$ cat src/sv/rvfc_pkg.sv
// ----------------------------------------------------------------------------
// rvfc_pkg: shared constants and types for the range value frequency counter
// Sizes of the element store and of the per-block tables, and the
// command and status bundles between controller and datapath.
// ----------------------------------------------------------------------------
package rvfc_pkg;

    localparam int DEPTH = 256;
    localparam int BLOCK = 16;
    localparam int AW    = 8;
    localparam int SW    = 4;
    localparam int NBLK  = DEPTH / BLOCK;
    localparam int CW    = 5;
    localparam int MW    = 9;

    localparam logic KIND_WRITE = 1'b0;
    localparam logic KIND_QUERY = 1'b1;

    typedef struct packed {
        logic          load;
        logic          clr;
        logic          elem_rd;
        logic [AW-1:0] elem_addr;
        logic          elem_wr;
        logic          tab_rd;
        logic [AW-1:0] tab_addr;
        logic          tab_wr;
        logic          acc_elem;
        logic          acc_tab;
        logic          scan_rm;
        logic          scan_add;
        logic          scan_clr;
        logic          commit_rm;
    } rvfc_cmd_t;

    typedef struct packed {
        logic          is_query;
        logic [AW-1:0] left;
        logic [AW-1:0] right;
    } rvfc_sts_t;

endpackage

$ cat src/sv/rvfc_controller.sv
// ----------------------------------------------------------------------------
// rvfc_controller: sequencer for write and query items
// Walks element indexes and table slots, issuing datapath commands.
// ----------------------------------------------------------------------------
module rvfc_controller
(
    input  logic                clk,
    input  logic                rst_n,
    input  logic                start,
    output logic                busy,
    output logic                done,
    input  rvfc_pkg::rvfc_sts_t sts,
    output rvfc_pkg::rvfc_cmd_t cmd
);

    localparam logic [3:0] S_IDLE   = 4'd0;
    localparam logic [3:0] S_DEC    = 4'd1;
    localparam logic [3:0] S_OLD    = 4'd2;
    localparam logic [3:0] S_OLDCAP = 4'd3;
    localparam logic [3:0] S_RMSCAN = 4'd4;
    localparam logic [3:0] S_RMCOM  = 4'd5;
    localparam logic [3:0] S_ADSCAN = 4'd6;
    localparam logic [3:0] S_ADCOM  = 4'd7;
    localparam logic [3:0] S_QRUN   = 4'd8;
    localparam logic [3:0] S_QDRAIN = 4'd9;
    localparam logic [3:0] S_DONE   = 4'd10;
    localparam logic [3:0] S_CLEAR  = 4'd11;

    logic [3:0]                state_reg, state_next;
    logic [rvfc_pkg::AW:0]     pos_reg, pos_next;
    logic [rvfc_pkg::SW:0]     slot_reg, slot_next;
    logic                      pend_reg, pend_next;
    logic                      pend_tab_reg, pend_tab_next;
    logic [rvfc_pkg::AW-1:0]   blk_base;
    logic [rvfc_pkg::AW:0]     rgt;

    assign blk_base = {sts.left[rvfc_pkg::AW-1:rvfc_pkg::SW], {rvfc_pkg::SW{1'b0}}};
    assign rgt      = {1'b0, sts.right};
    assign busy     = (state_reg != S_IDLE);

    always_comb
    begin
        cmd           = '0;
        state_next    = state_reg;
        pos_next      = pos_reg;
        slot_next     = slot_reg;
        pend_next     = 1'b0;
        pend_tab_next = 1'b0;
        done          = 1'b0;
        cmd.tab_addr  = blk_base | rvfc_pkg::AW'(slot_reg[rvfc_pkg::SW-1:0]);
        cmd.elem_addr = pos_reg[rvfc_pkg::AW-1:0];
        unique case (state_reg)
            S_CLEAR:
            begin
                // write one element and one table slot per cycle after reset
                cmd.clr      = 1'b1;
                cmd.elem_wr  = 1'b1;
                cmd.tab_wr   = 1'b1;
                cmd.tab_addr = pos_reg[rvfc_pkg::AW-1:0];
                pos_next     = pos_reg + 1'b1;
                if (pos_reg == (rvfc_pkg::AW+1)'(rvfc_pkg::DEPTH - 1))
                    state_next = S_IDLE;
            end
            S_IDLE:
            begin
                if (start)
                begin
                    cmd.load   = 1'b1;
                    state_next = S_DEC;
                end
            end
            S_DEC:
            begin
                pos_next  = {1'b0, sts.left};
                slot_next = '0;
                state_next = (sts.is_query == rvfc_pkg::KIND_QUERY) ? S_QRUN : S_OLD;
            end
            S_OLD:
            begin
                cmd.elem_addr = sts.left;
                cmd.elem_rd   = 1'b1;
                state_next    = S_OLDCAP;
            end
            S_OLDCAP:
            begin
                cmd.scan_clr = 1'b1;
                cmd.elem_wr  = 1'b1;
                state_next   = S_RMSCAN;
            end
            S_RMSCAN, S_ADSCAN:
            begin
                // read one slot per cycle, evaluate it the next
                if (pend_reg)
                begin
                    cmd.scan_rm  = (state_reg == S_RMSCAN);
                    cmd.scan_add = (state_reg == S_ADSCAN);
                end
                if (slot_reg != rvfc_pkg::BLOCK)
                begin
                    cmd.tab_rd = 1'b1;
                    pend_next  = 1'b1;
                    slot_next  = slot_reg + 1'b1;
                end
                else if (!pend_reg)
                    state_next = (state_reg == S_RMSCAN) ? S_RMCOM : S_ADCOM;
            end
            S_RMCOM:
            begin
                // drop the removal match before the insertion scan
                cmd.commit_rm = 1'b1;
                cmd.tab_wr    = 1'b1;
                cmd.scan_clr  = 1'b1;
                cmd.tab_addr  = blk_base;
                slot_next     = '0;
                state_next    = S_ADSCAN;
            end
            S_ADCOM:
            begin
                cmd.tab_wr     = 1'b1;
                state_next     = S_IDLE;
            end
            S_QRUN:
            begin
                cmd.acc_elem = pend_reg;
                cmd.acc_tab  = pend_tab_reg;
                if (pos_reg <= rgt)
                begin
                    if (pos_reg[rvfc_pkg::SW-1:0] == '0 &&
                        pos_reg + rvfc_pkg::AW'(rvfc_pkg::BLOCK - 1) <= rgt)
                    begin
                        // whole block: read each slot of its table for the value
                        cmd.tab_rd    = 1'b1;
                        cmd.tab_addr  = pos_reg[rvfc_pkg::AW-1:0]
                                      | rvfc_pkg::AW'(slot_reg[rvfc_pkg::SW-1:0]);
                        pend_tab_next = 1'b1;
                        if (slot_reg == rvfc_pkg::BLOCK - 1)
                        begin
                            slot_next = '0;
                            pos_next  = pos_reg + (rvfc_pkg::AW+1)'(rvfc_pkg::BLOCK);
                        end
                        else
                            slot_next = slot_reg + 1'b1;
                    end
                    else
                    begin
                        cmd.elem_rd = 1'b1;
                        pend_next   = 1'b1;
                        pos_next    = pos_reg + 1'b1;
                    end
                end
                else
                    state_next = S_QDRAIN;
            end
            S_QDRAIN:
            begin
                cmd.acc_elem = pend_reg;
                cmd.acc_tab  = pend_tab_reg;
                state_next   = S_DONE;
            end
            S_DONE:
            begin
                done       = 1'b1;
                state_next = S_IDLE;
            end
            default:
                state_next = S_IDLE;
        endcase
    end

    always_ff @(posedge clk or negedge rst_n)
    begin
        if (!rst_n)
        begin
            state_reg    <= S_CLEAR;
            pos_reg      <= '0;
            slot_reg     <= '0;
            pend_reg     <= 1'b0;
            pend_tab_reg <= 1'b0;
        end
        else
        begin
            state_reg    <= state_next;
            pos_reg      <= pos_next;
            slot_reg     <= slot_next;
            pend_reg     <= pend_next;
            pend_tab_reg <= pend_tab_next;
        end
    end

endmodule

$ cat config.mk
export PLATFORM = sky130hd
export DESIGN_NAME = rvfc_controller
export DESIGN_NICKNAME = d
export VERILOG_FILES = /design/src/sv/rvfc_pkg.sv /design/src/sv/rvfc_controller.sv
export SDC_FILE = /design/constraint.sdc
export NUM_CORES = 1
export LEC_CHECK = 0
export BUFFER_PORTS_ARGS = -buffer_cell sky130_fd_sc_hd__clkbuf_2
export CAP_MARGIN = 20
export CORE_ASPECT_RATIO = 0.9
export CORE_UTILIZATION = 30
export DETAILED_ROUTE_END_ITERATION = 8
export HOLD_SLACK_MARGIN = 0.02
export SYNTH_ARGS = -nofsm -noshare
export SYNTH_HDL_FRONTEND = slang
export SYNTH_SLANG_ARGS = --single-unit
$ cat constraint.sdc
create_clock -name clk -period 7.54 [get_ports clk]
set_input_delay 0 -clock clk [delete_from_list [all_inputs] [get_ports clk]]
set_output_delay 0 -clock clk [all_outputs]
set_load 0.02 [all_outputs]
==> results.sh <==
export IMPL_numPortBuffers=49
export IMPL_wire_per_inst_um=15.3
export IMPL_grt_antenna_before_repair=0
export IMPL_finalHoldViolCount=0
export IMPL_io_pins=50
export IMPL_num_vias=2320
export IMPL_viasPerCell=5.41
export IMPL_cts_htree_levels=1
export IMPL_crit_fanout=9
export IMPL_largest_register_ffs=9
export IMPL_required_ps=7540
export IMPL_clk_pin_slew_ps=80
export IMPL_worst_setup_path_start_kind="flip-flop"
export IMPL_fmax_mhz=290
export IMPL_endpoint_kind="output port"
export IMPL_nNetsFinal=378
export IMPL_firstDrtPassIters=4
export IMPL_wirelength_met1_um=3250
export IMPL_peakVddDrop_v=0.0000439
export IMPL_crit_arrival_ps=3450
export IMPL_drive_gt1_share_pct=23.7
export IMPL_synth_seq_area_share_pct=21.3
export IMPL_cts_resized=0
export IMPL_report_final_slew_viol_count=0
export IMPL_gp_congestion=0.889
export IMPL_drtIter0Drc=126
export IMPL_power_density_nw_per_um2=77.5
export IMPL_worstMarginPinSlew_ps=666
export IMPL_synth_flop_cell="dfrtp_1"
export IMPL_worstHoldPathType="input port to flip-flop"
export IMPL_skew_ps=4.89
export IMPL_finalSetupTns_ps=0
export IMPL_post_route_period_util_pct=45.7
export IMPL_dpl_hpwl_um=5190
export IMPL_top_layer="met4"
export IMPL_grt_pass1_wl_um=11000
export IMPL_final_cell_count_no_fill=429
export IMPL_die_area_um2=8250
export IMPL_status="completed"
export IMPL_ys_seq_elements=20
export IMPL_fin_area_um2=2720
export IMPL_grt_pass1_vias=2216
export IMPL_p_leak_nw=1.33
export IMPL_synth_top_area_share_pct=18.0
export IMPL_cts_root_buf="clkbuf_8"
export IMPL_place_inst=424
export IMPL_rsz0062_at_grt="no"
export IMPL_syn_cell_area_um2=2370
export IMPL_clock_sinks=20
export IMPL_coreArea_um2=7580
export IMPL_initial_core_util_pct=31.2
export IMPL_cts_made_buffers=3
export IMPL_route_detailed_drc=0
export IMPL_syn_area_per_cell_um2=8.11
export IMPL_syn_inst=292
export IMPL_max_slew_margin_rel_pct=55.3
export IMPL_yosysUniqueCellTypes=66
export IMPL_clockBufferDepth=2
export IMPL_ff2ff_setup_slack_ps=4490
export IMPL_cap_viol_max_count=0
export IMPL_die_x_um=95.6
export IMPL_synthArstFlopShare_pct=100
export IMPL_track_usage_pct=17.0
export IMPL_yosysMostFrequentCell="nand2_1"
export IMPL_final_min_clock_period_ps=3450
export IMPL_clk_latency_ps=270
export IMPL_synth_area_leaders="dfrtp_1 18%, ha_1 13%, nand2_1 5.2%"
export IMPL_gr_total_overflow=0
export IMPL_final_antenna_net_count=0
export IMPL_synthToLayoutAreaGrowth_pct=15.1
export IMPL_finalSetupViolCount=0
export IMPL_drt_wl_total_um=6560
export IMPL_antenna_cells=0
export IMPL_setup_slack_ps=4090
export IMPL_wl_met2_um=2940
export IMPL_cts_tree="yes"
export IMPL_synth_edf_count=0
export IMPL_dieHeight_um=86.3
export IMPL_grt_max_degree=25
export IMPL_placed_area_um2=2670
export IMPL_pre_cts_ws_ps=4390
export IMPL_synth_net_count=336
export IMPL_met3WireLength_um=320
export IMPL_crit_type="flip-flop to output port"
export IMPL_yosys_area_top_type="dfrtp_1"
export IMPL_rows=30
export IMPL_synthTopCellsByCount="33 x nand2_1, 28 x nor2_1, 24 x ha_1, 18 x inv_1, 17 x dfrtp_1"
export IMPL_ys_warn_count=0
-- path summary, 6_finish.rpt --
check | end | depth (start not counted) | startpoint
max reg2reg | pos_reg[4] | 12 | pos_reg[0]
min | pos_reg[3] | 3 | sts[11]
max | cmd[12] | 13 | pos_reg[0]
min reg2reg | slot_reg[1] | 2 | slot_reg[1]
max in group asynchronous | pos_reg[3] | 2 | rst_n
min in group asynchronous | pend_reg | 2 | rst_n
-- layout by cell type, fill, tap and decap left out, types with 4 or more instances in the layout --
cell type  instances
a21oi_1           13
a22o_1             4
and2_1             5
and3_1             7
clkbuf_2          49
dfrtp_1           17
ha_1              24
inv_1             18
mux2_2             5
mux2i_1            5
nand2_1           33
nand2b_1           7
nand3_1            9
nor2_1            28
nor3_1             4
nor4_1             5
o21ai_0           14
o21ai_1            4
o221a_1            4
o221ai_1           6
o2bb2ai_1          5
xnor2_1            4
xor2_1             5
-- critical path, stage by stage, from the launching register on --
cell      delay, ps
dfrtp_1         500
inv_1           130
ha_1            260
nand2_1         180
nand2_1         100
xnor2_1         130
ha_1            310
nand3_1         110
or3_4           360
o211ai_4        130
nand3_2         160
o21ai_1         270
mux2_2          380
clkbuf_2        150
-- per-stage QoR --
stage                     power [W]  hold slack, ps  utilization [%]
after global placement     0.000133            12.0             35.2
after detailed placement   0.000134            23.1             35.2
after floorplan            0.000121            -296                -
final                      0.000211            25.4             35.9
after CTS                  0.000214            27.2             35.9
after global routing       0.000219            46.8             35.9
-- final cells by class --
cell class	count	area, um^2
fill	835	4860
multi-input combinational	238	1710
sequential	20	504
timing repair buffer	52	270
tap	96	120
inverter	19	71.3
clock buffer	4	45.0
-- layer usage --
| layer | track usage (%) | vias up |
|---|---|---|
| met5 | 0 | - |
| met1 | 25.0 | 1087 |
| li1 | - | 1158 |
| met2 | 26.1 | 71 |
| met3 | 2.98 | 4 |
| met4 | 3.26 | 0 |
-- kinds of logic (layout without fill, tap and decap cells) --
kind of cell | Yosys count | after routing | synth area share [%]
and+or+nand+nor | 116 | 116 | 25.8
AOI/OAI and AO/OA | 77 | 77 | 25.1
buffers and inverters | 34 | 75 | 6.34
adders and majority gates | 24 | 24 | 12.7
DFF | 20 | 20 | 21.3
muxes | 12 | 12 | 5.44
xor gates and xnor gates | 9 | 9 | 3.33
-- report_power, final --
part | internal [W] | total (W) | switching, W
combinational | 0.0000101 | 0.0000244 | 0.0000143
sequential | 0.000107 | 0.000107 | 0
clock | 0.0000378 | 0.0000796 | 0.0000417
total | 0.000155 | 0.000211 | 0.0000561
-- repair_timing --
action,4_1_cts,5_1_grt
buffers inserted,0,0
endpoints found under the hold margin,17,0
setup endpoints to repair,0,0
hold buffers,1,0
No activity file was read; power rests on OpenSTA's default activity.
